==> config.mk <==
export PLATFORM = sky130hd
export DESIGN_NAME = fnv1a64_word_stream_hasher_unit
export DESIGN_NICKNAME = d
export VERILOG_FILES = /design/src/rtl/fnvh_pkg.sv /design/src/rtl/fnvh_byte_engine.sv /design/src/rtl/fnv1a64_word_stream_hasher_unit.sv
export SDC_FILE = /design/constraint.sdc
export NUM_CORES = 1
export LEC_CHECK = 0
export BUFFER_PORTS_ARGS = -buffer_cell sky130_fd_sc_hd__buf_2
export CAP_MARGIN = 20
export CELL_PAD_IN_SITES_DETAIL_PLACEMENT = 1
export CELL_PAD_IN_SITES_GLOBAL_PLACEMENT = 1
export CORE_MARGIN = 2
export CORE_UTILIZATION = 53
export DETAILED_ROUTE_END_ITERATION = 16
export HOLD_SLACK_MARGIN = 0.1
export PLACE_DENSITY_LB_ADDON = 0.1
export SYNTH_ARGS = -nofsm -noshare
export SYNTH_HDL_FRONTEND = slang
export SYNTH_HIERARCHICAL = 1
export SYNTH_SLANG_ARGS = --single-unit
==> constraint.sdc <==
create_clock -name clk -period 8.91 [get_ports clk]
set_input_delay 0.4455 -clock clk [delete_from_list [all_inputs] [get_ports clk]]
set_output_delay 0.4455 -clock clk [all_outputs]
set_load 0.03 [all_outputs]
==> src/rtl/fnvh_pkg.sv <==
// Shared types, constants and the prime multiply for the FNV-1a word hasher.
package fnvh_pkg;

	localparam logic [63:0] OffsetBasis = 64'hCBF2_9CE4_8422_2325;
	localparam logic [63:0] NegZeroBits = 64'h8000_0000_0000_0000;
	localparam int unsigned ByteBits  = 8;
	localparam int unsigned WordBytes = 8;
	localparam int unsigned CntW      = $clog2(WordBytes);

	// Configuration register indexes.
	localparam int unsigned CfgIdxW = 1;
	localparam logic [CfgIdxW-1:0] CfgStartHash = 1'b0;
	localparam logic [CfgIdxW-1:0] CfgRemapZero = 1'b1;

	typedef struct packed {
		logic [63:0] data_word;
		logic        is_double;
		logic        first_word;
		logic        last_word;
		logic        abort_run;
	} fnvh_in_t;

	typedef struct packed {
		logic [63:0] fingerprint;
		logic        failed;
	} fnvh_out_t;

	// Commands from the control logic to the byte engine.
	typedef struct packed {
		logic start;
		logic reload;
	} fnvh_ctrl_t;

	// Status from the byte engine.
	typedef struct packed {
		logic busy;
		logic last_step;
	} fnvh_sts_t;

	// Multiply by the prime 0x100000001B3 modulo 2^64: 2^40 plus 0x1B3,
	// and 0x1B3 is bits 8, 7, 5, 4, 1 and 0.
	function automatic logic [63:0] fnv_mul_prime(input logic [63:0] h);
		return (h << 40) + (h << 8) + (h << 7) + (h << 5) + (h << 4) + (h << 1) + h;
	endfunction

endpackage

==> src/rtl/fnvh_byte_engine.sv <==
// Byte-serial FNV-1a absorber: one byte of the word per cycle into the running hash.
module fnvh_byte_engine
	import fnvh_pkg::*;
(
	input  logic        clk,
	input  logic        arst_n,
	input  fnvh_ctrl_t  ctrl,
	input  logic [63:0] word,
	input  logic [63:0] seed,
	output fnvh_sts_t   sts,
	output logic [63:0] hash
);

	logic [63:0]     word_q;
	logic [63:0]     hash_q;
	logic [CntW-1:0] cnt_q;
	logic            running_q;
	logic [63:0]     h_mix;
	logic [63:0]     h_next;

	// XOR the low byte of the shifting word in, then multiply by the prime.
	assign h_mix  = hash_q ^ {{(64 - ByteBits){1'b0}}, word_q[ByteBits-1:0]};
	assign h_next = fnv_mul_prime(h_mix);

	assign sts.busy      = running_q;
	assign sts.last_step = running_q && (cnt_q == CntW'(WordBytes - 1));
	assign hash          = hash_q;

	always_ff @(posedge clk or negedge arst_n) begin
		if (!arst_n) begin
			running_q <= 1'b0;
			cnt_q     <= '0;
			hash_q    <= OffsetBasis;
		end else begin
			if (ctrl.reload) begin
				hash_q <= seed;
			end else if (running_q) begin
				hash_q <= h_next;
			end
			if (ctrl.start) begin
				running_q <= 1'b1;
				cnt_q     <= '0;
			end else if (running_q) begin
				cnt_q <= cnt_q + CntW'(1);
				if (sts.last_step) begin
					running_q <= 1'b0;
				end
			end
		end
	end

	always_ff @(posedge clk) begin
		if (ctrl.start) begin
			word_q <= word;
		end else if (running_q) begin
			word_q <= word_q >> ByteBits;
		end
	end

endmodule

==> src/rtl/fnv1a64_word_stream_hasher_unit.sv <==
// Top level of the streaming FNV-1a 64-bit word hasher.
// Results: a last word's result passes from the byte engine through the emit state into the
//   output register, and an abort's failed result passes through the emit state into it.
// Flow: one byte of a word per cycle through the engine's shift register and prime multiply;
//   the next word enters on a plain word's final byte step, else once the result is placed.
// Reset: start_hash and the running hash go to the offset basis, remap_zero to 1,
//   the output register is emptied.
module fnv1a64_word_stream_hasher_unit
	import fnvh_pkg::*;
(
	input  logic               clk,
	input  logic               arst_n,
	// Input channel.
	input  logic               in_valid,
	output logic               in_stall,
	input  fnvh_in_t           in_data,
	// Output channel.
	output logic               out_valid,
	input  logic               out_stall,
	output fnvh_out_t          out_data,
	// Configuration write port.
	input  logic               cfg_we,
	input  logic [CfgIdxW-1:0] cfg_index,
	input  logic [63:0]        cfg_data
);

	// The controller is idle, absorbing a word, or waiting to place a result.
	typedef enum logic [2:0] {
		ST_IDLE = 3'b001,
		ST_RUN  = 3'b010,
		ST_EMIT = 3'b100
	} state_t;

	state_t      state_q;
	state_t      state_d;
	logic [63:0] start_hash_q;
	logic        remap_zero_q;
	logic        emit_pend_q;
	logic        fail_q;
	logic        out_valid_q;
	fnvh_out_t   out_q;

	fnvh_ctrl_t  ctrl;
	fnvh_sts_t   sts;
	logic [63:0] hash;
	logic [63:0] canon_word;
	logic        in_xfer;
	logic        out_free;
	logic        emit;
	logic [63:0] final_hash;

	// Configuration registers. The user must write them only while the block is idle; the block does not enforce it.
	always_ff @(posedge clk or negedge arst_n) begin
		if (!arst_n) begin
			start_hash_q <= OffsetBasis;
			remap_zero_q <= 1'b1;
		end else if (cfg_we) begin
			unique case (cfg_index)
				CfgStartHash: start_hash_q <= cfg_data;
				CfgRemapZero: remap_zero_q <= cfg_data[0];
				default: ;
			endcase
		end
	end

	// A new word may enter while idle, or on the engine's final byte step when that
	// word has no result to place, so back-to-back plain words run at one byte per cycle.
	assign in_stall = !((state_q == ST_IDLE) ||
		((state_q == ST_RUN) && sts.last_step && !emit_pend_q));
	assign in_xfer  = in_valid && !in_stall;

	// A double holding negative zero hashes as positive zero.
	assign canon_word = (in_data.is_double && (in_data.data_word == NegZeroBits)) ?
		64'd0 : in_data.data_word;

	// An abort does not absorb its word; it only reloads the hash from start_hash.
	always_comb begin
		ctrl.start  = in_xfer && !in_data.abort_run;
		ctrl.reload = in_xfer && (in_data.abort_run || in_data.first_word);
	end

	fnvh_byte_engine u_engine (
		.clk    (clk),
		.arst_n (arst_n),
		.ctrl   (ctrl),
		.word   (canon_word),
		.seed   (start_hash_q),
		.sts    (sts),
		.hash   (hash)
	);

	// The output register takes a new result when it is empty or its current
	// result leaves in this same cycle.
	assign out_free = !out_valid_q || !out_stall;
	assign emit     = (state_q == ST_EMIT) && out_free;

	always_comb begin
		state_d = state_q;
		unique case (state_q)
			ST_IDLE: begin
				if (in_xfer) begin
					state_d = in_data.abort_run ? ST_EMIT : ST_RUN;
				end
			end
			ST_RUN: begin
				if (in_xfer) begin
					state_d = in_data.abort_run ? ST_EMIT : ST_RUN;
				end else if (sts.last_step) begin
					state_d = emit_pend_q ? ST_EMIT : ST_IDLE;
				end
			end
			ST_EMIT: begin
				if (emit) begin
					state_d = ST_IDLE;
				end
			end
			default: state_d = ST_IDLE;
		endcase
	end

	always_ff @(posedge clk or negedge arst_n) begin
		if (!arst_n) begin
			state_q     <= ST_IDLE;
			emit_pend_q <= 1'b0;
			fail_q      <= 1'b0;
			out_valid_q <= 1'b0;
		end else begin
			state_q <= state_d;
			if (in_xfer) begin
				emit_pend_q <= in_data.last_word && !in_data.abort_run;
				fail_q      <= in_data.abort_run;
			end
			if (emit) begin
				out_valid_q <= 1'b1;
			end else if (!out_stall) begin
				out_valid_q <= 1'b0;
			end
		end
	end

	// The zero remap touches only the reported value, never the running hash.
	assign final_hash = ((hash == 64'd0) && remap_zero_q) ? 64'd1 : hash;

	always_ff @(posedge clk) begin
		if (emit) begin
			out_q.fingerprint <= fail_q ? 64'd0 : final_hash;
			out_q.failed      <= fail_q;
		end
	end

	assign out_valid = out_valid_q;
	assign out_data  = out_q;

endmodule

==> results.cfg, run 1 <==
[status]
run_status = finished, final reports clean

[global_routing]
track_usage_pct = 31.39
grt_pass1_wl_um = 104700
grt.overflow.total = 0
first_global_vias = 18070
antenna_violations_before_repair = 1
grt_max_degree = 74

[cells_and_area]
design.final.nets = 2727
mostFrequentLayoutCells = 406 x inv_1, 245 x fa_1, 203 x buf_2
layout-area-overhead-vs-synth_pct = 12.84
ratio_of_cells_with_drive_above_1_in_the_final_layout_pct = 20.66
antennaDiodeCount = 0
mostFrequentLayoutCell = inv_1

[worst_setup_path]
required_ps = 9360
critPathCaptureType = register
regToRegEndpoint = u_engine/hash[61]
start_kind = register
worstSetupEndpoint = u_engine/hash[61]
r2r_cells = 18
worst-setup-path-type = register to register
cp_max_fo = 7
critical_path.reg2reg.startpoint = u_engine/hash[4]
ff2ff_setup_slack_ps = 2420
cp_arrival_ps = 6940
startpoint = u_engine/hash[4]

[timing]
finalWorstPathRequiredPeriod_ps = 6488
setup_viol = 0
finalClockSkew_ps = 15.17
layout_worst_path_cycle_share_pct = 72.81
max_freq_ghz = 0.1541
slew_viol_final = 0
timing.final.hold_violations = 0
max_slew_margin_pct = 34.21
setup_tns_ps = 0
timing_worst_slew_pin_value_ps = 986.8
rsz_0062_raised_after_global_routing = false

[drt]
vias_per_cell = 5.670
first_iter_violations = 1033
route.detailed.drc = 0
wl_um = 66050
antenna_violating_nets_remaining = 0
wire_per_inst_um = 23.69
via_count_of_the_routed_design = 15810
first_pass_iters = 5

[placement]
place.gp.congestion = 0.9328
place.port_buffers = 204
dp_hpwl_um = 50810

[clocking]
cts_htree_levels = 1
numCtsBuffers = 30
ctsRootBufferMaster = clkbuf_16
clock_path_buffers = 3
tritoncts = done
numClockSinks = 268
cts_resized = 0
worstSkewPairLatency_ps = 590
clk_pin_slew_worst_paths_ps = 70

[floorplan]
floorplan.io_pins = 205
initial_core_util_pct = 53.82
fp-row-count = 74
dieHeight_um = 207.9
floorplan.core_area_sq_mm = 0.04092
design.die.area_sq_mm = 0.04321
die_x_um = 207.9

[job]
drv_cap = 0

[synthesis]
avgSynthCellArea_sq_um = 10.65
syn-instance-count = 2069
post_synth_instance_area_sq_mm = 0.02203
number_of_nets_produced_by_synthesis = 2564
yosysWarnings = 6

[worst_hold_path]
min_path_type = input port to register
[flip-flops by register name, summed over array words and instances, names as in the netlist]
| signal | count |
|---|---|
| u_engine/hash | 64 |
| out_data | 65 |
| state_q | 3 |
| u_engine/word_q | 64 |
| u_engine/running_q | 1 |
| remap_zero_q | 1 |
| out_valid | 1 |
| start_hash_q | 64 |
| u_engine/cnt_q | 3 |
| emit_pend_q | 1 |
| fail_q | 1 |
[repair_timing]
action / in CTS / in global routing
setup buffers: 0 / 0
hold endpoints to repair: 83 / 1
hold buffers: 43 / 1
[how the worst min path moves through the flow]
stage / start / endpoint / slack (ps) / cells past startpoint
global placement: start_hash_q[8] / u_engine/hash[8] / 460 / 2
finish: cfg_data[26] / start_hash_q[26] / 120 / 2
global route: cfg_data[26] / start_hash_q[26] / 110 / 2
CTS: cfg_data[44] / start_hash_q[44] / 100 / 2
detailed placement: start_hash_q[9] / u_engine/hash[9] / 460 / 2
floorplan: arst_n / emit_pend_q / 150 / 0
[worst max-delay path, stage by stage, from the launching register on]
cell	delay [ps]
dfrtp_1	410
xor2_1	680
inv_1	230
fa_1	570
inv_1	60
fa_1	550
fa_1	430
ha_1	290
ha_1	370
a211o_1	300
a31oi_1	290
o21ai_0	250
a32oi_1	420
a41oi_1	380
o21ai_1	410
a31oi_1	180
xor2_1	170
a211oi_1	290
a21oi_1	80
[metal layers]
| metal | vias up | routed length, um | global-route usage (%) |
|---|---|---|---|
| li1 | 7055 | - | - |
| met1 | 8222 | 26500 | 39.68 |
| met2 | 425 | 34510 | 57.03 |
| met3 | 107 | 3106 | 3.616 |
| met4 | 0 | 1928 | 8.486 |
| met5 | - | 0 | 0 |
[area by class of cell]
cell class	instances	area, sq um
clock inverter	12	176.4
fill	4388	16070
sequential	268	7430
multi-input combinational	1262	12600
timing repair buffer	262	1573
tap	532	665.6
inverter	408	1531
clock buffer	44	874.6
[stage by stage]
step / hold slack (ps) / cell area (sq um) / setup slack (ps) / utilization (%) / cells
global placement: 456.6 / 23360 / 2818 / 57.09 / 2688
global route: 109.0 / 24860 / 2080 / 60.73 / 2788
floorplan: 149.9 / 22030 / 3325 / - / 2069
finish: 115.3 / 24860 / 2422 / 60.73 / 2788
detailed placement: 463.1 / 23360 / 2611 / 57.09 / 2688
CTS: 100.6 / 24850 / 2560 / 60.71 / 2787
Power of run 1 is not shown: default switching activity piles up to over one toggle a cycle in this logic, so the estimate is an artifact.
==> run 2: changes to the inputs <==
- ABC_AREA: not set -> 1
- CORE_UTILIZATION: 53 -> 46
- clock period: 8.91 -> 6.1 ns (I/O delays scaled with it)
==> run 2 against run 1 <==
Against the previous run: die area increased by 27%; sequential share of layout area fell by 3.7 points; largest cell class unchanged; critical endpoint is now u_engine/hash[48]; non-clock buffer count grew 92; synthesized cell count rose by 47%.
==> results.cfg, run 2 <==
[timing]
layout_worst_path_cycle_share_pct = 92.78
setup_viol = 0
setup_tns_ps = 0
finalClockSkew_ps = 22.05
max_slew_margin_pct = 30.05
rsz_0062_raised_after_global_routing = false
slew_viol_final = 0
finalWorstPathRequiredPeriod_ps = 5660
max_freq_ghz = 0.1767
timing.final.hold_violations = 0
timing_worst_slew_pin_value_ps = 1048

[drt]
vias_per_cell = 5.135
antenna_violating_nets_remaining = 0
route.detailed.drc = 0
wire_per_inst_um = 21.75
via_count_of_the_routed_design = 20710
wl_um = 87750
first_iter_violations = 1065
first_pass_iters = 7

[floorplan]
floorplan.io_pins = 205
design.die.area_sq_mm = 0.05466
fp-row-count = 84
initial_core_util_pct = 46.41
floorplan.core_area_sq_mm = 0.05234
die_x_um = 233.8
dieHeight_um = 233.8

[worst_setup_path]
worst-setup-path-type = register to register
r2r_cells = 19
worstSetupEndpoint = u_engine/hash[48]
required_ps = 6550
cpMaxStageDelayCell = fa_1
cp_arrival_ps = 6110
startpoint = u_engine/word_q[3]
worst_path_dominant_cell_family = adder cells
worst-path-stages = 19
crit_chain = xor2_1 > inv_1 > fa_1 > inv_1 > fa_1 > fa_1 > ha_1 > ha_1 > nand2_1 > nor2_1 > nand3_1 > nand2_1 > nand2_1 > nand2_1 > nand3_1 > nand3_1 > nand2_1 > nand3_1 > nand2_1
regToRegEndpoint = u_engine/hash[48]
cp_max_fo = 5
worst-path-buf-inv = 2
critPathCaptureType = register
ff2ff_setup_slack_ps = 440
start_kind = register
critical_path.reg2reg.startpoint = u_engine/word_q[3]
critPathMaxStageDelay_ps = 620
cp_common_cell = nand2_1

[clocking]
worstSkewPairLatency_ps = 560
numClockSinks = 268
clk_pin_slew_worst_paths_ps = 60
clock_path_buffers = 3
tritoncts = done
ctsRootBufferMaster = clkbuf_16
cts_resized = 0
post_cts_buffers = 0
cts_htree_levels = 2
numCtsBuffers = 34

[global_routing]
track_usage_pct = 32.74
grt_max_degree = 77
grt.overflow.total = 0
grt_pass1_wl_um = 132700
antenna_violations_before_repair = 4
first_global_vias = 23270

[placement]
dp_hpwl_um = 67890
place.port_buffers = 204
place.gp.congestion = 0.9725
postPlaceCellArea_sq_mm = 0.02588

[cells_and_area]
design.final.nets = 3812
layout-area-overhead-vs-synth_pct = 16.72
ratio_of_cells_with_drive_above_1_in_the_final_layout_pct = 13.88
mostFrequentLayoutCells = 857 x nand2_1, 770 x inv_1, 245 x fa_1
mostFrequentLayoutCell = nand2_1
number_of_flip_flops_in_the_largest_register = 65
design_area_sq_mm = 0.02835

[synthesis]
yosysWarnings = 6
number_of_nets_produced_by_synthesis = 3530
post_synth_instance_area_sq_mm = 0.02429
avgSynthCellArea_sq_um = 8.004
syn-instance-count = 3035

[status]
run_status = finished, final reports clean

[worst_hold_path]
min_path_type = input port to register
min-delay-start = in_data[67]

[job]
drv_cap = 0
[run 2: cell type report]
| class | instances | area, sq um |
|---|---|---|
| Fill cell | 6374 | 23990 |
| Multi-Input combinational cell | 1883 | 13510 |
| Antenna cell | 3 | 7.507 |
| Sequential cell | 268 | 7425 |
| Timing Repair Buffer | 354 | 2481 |
| Clock inverter | 17 | 192.7 |
| Inverter | 776 | 2913 |
| Clock buffer | 45 | 964.7 |
| Tap cell | 688 | 860.8 |
[run 2: worst min-delay path by stage]
stage / depth (start not counted) / endpoint
CTS: 5 / u_engine/word_q[63]
global placement: 1 / u_engine/hash[32]
finish: 5 / u_engine/word_q[63]
floorplan: 0 / emit_pend_q
detailed placement: 1 / start_hash_q[32]
global route: 3 / u_engine/word_q[1]
[run 2: repair_timing]
action                                  in CTS  in global routing
endpoints found under the setup margin       0                  0
hold buffers                               131                  0
hold endpoints to repair                   170                  0
[run 2: tightest hold or removal path, delay by kind of cell]
family                 cells  cell delay (ps)
buffers and inverters      3              190
AND/OR/NAND/NOR            2              100
[run 2: per-layer routing]
layer | routed length (um) | global-route usage, % | up-vias
met5 | 13 | 0 | -
met4 | 4736 | 16.32 | 2
met3 | 3485 | 4.061 | 198
met2 | 44810 | 58.76 | 539
met1 | 34700 | 38.63 | 10400
li1 | - | - | 9573
[run 2: through the flow]
step	setup WS (ps)	hold slack (ps)	utilization, %	std cells
after floorplan	1935	9.409	-	3035
after global placement	244.3	403.0	49.43	3837
after detailed placement	535.1	413.3	49.44	3838
after CTS	529.9	125.8	54.16	4031
after global routing	231.4	154.9	54.17	4034
final	440.2	150.3	54.17	4034
Power of run 2 is left out for the same reason.
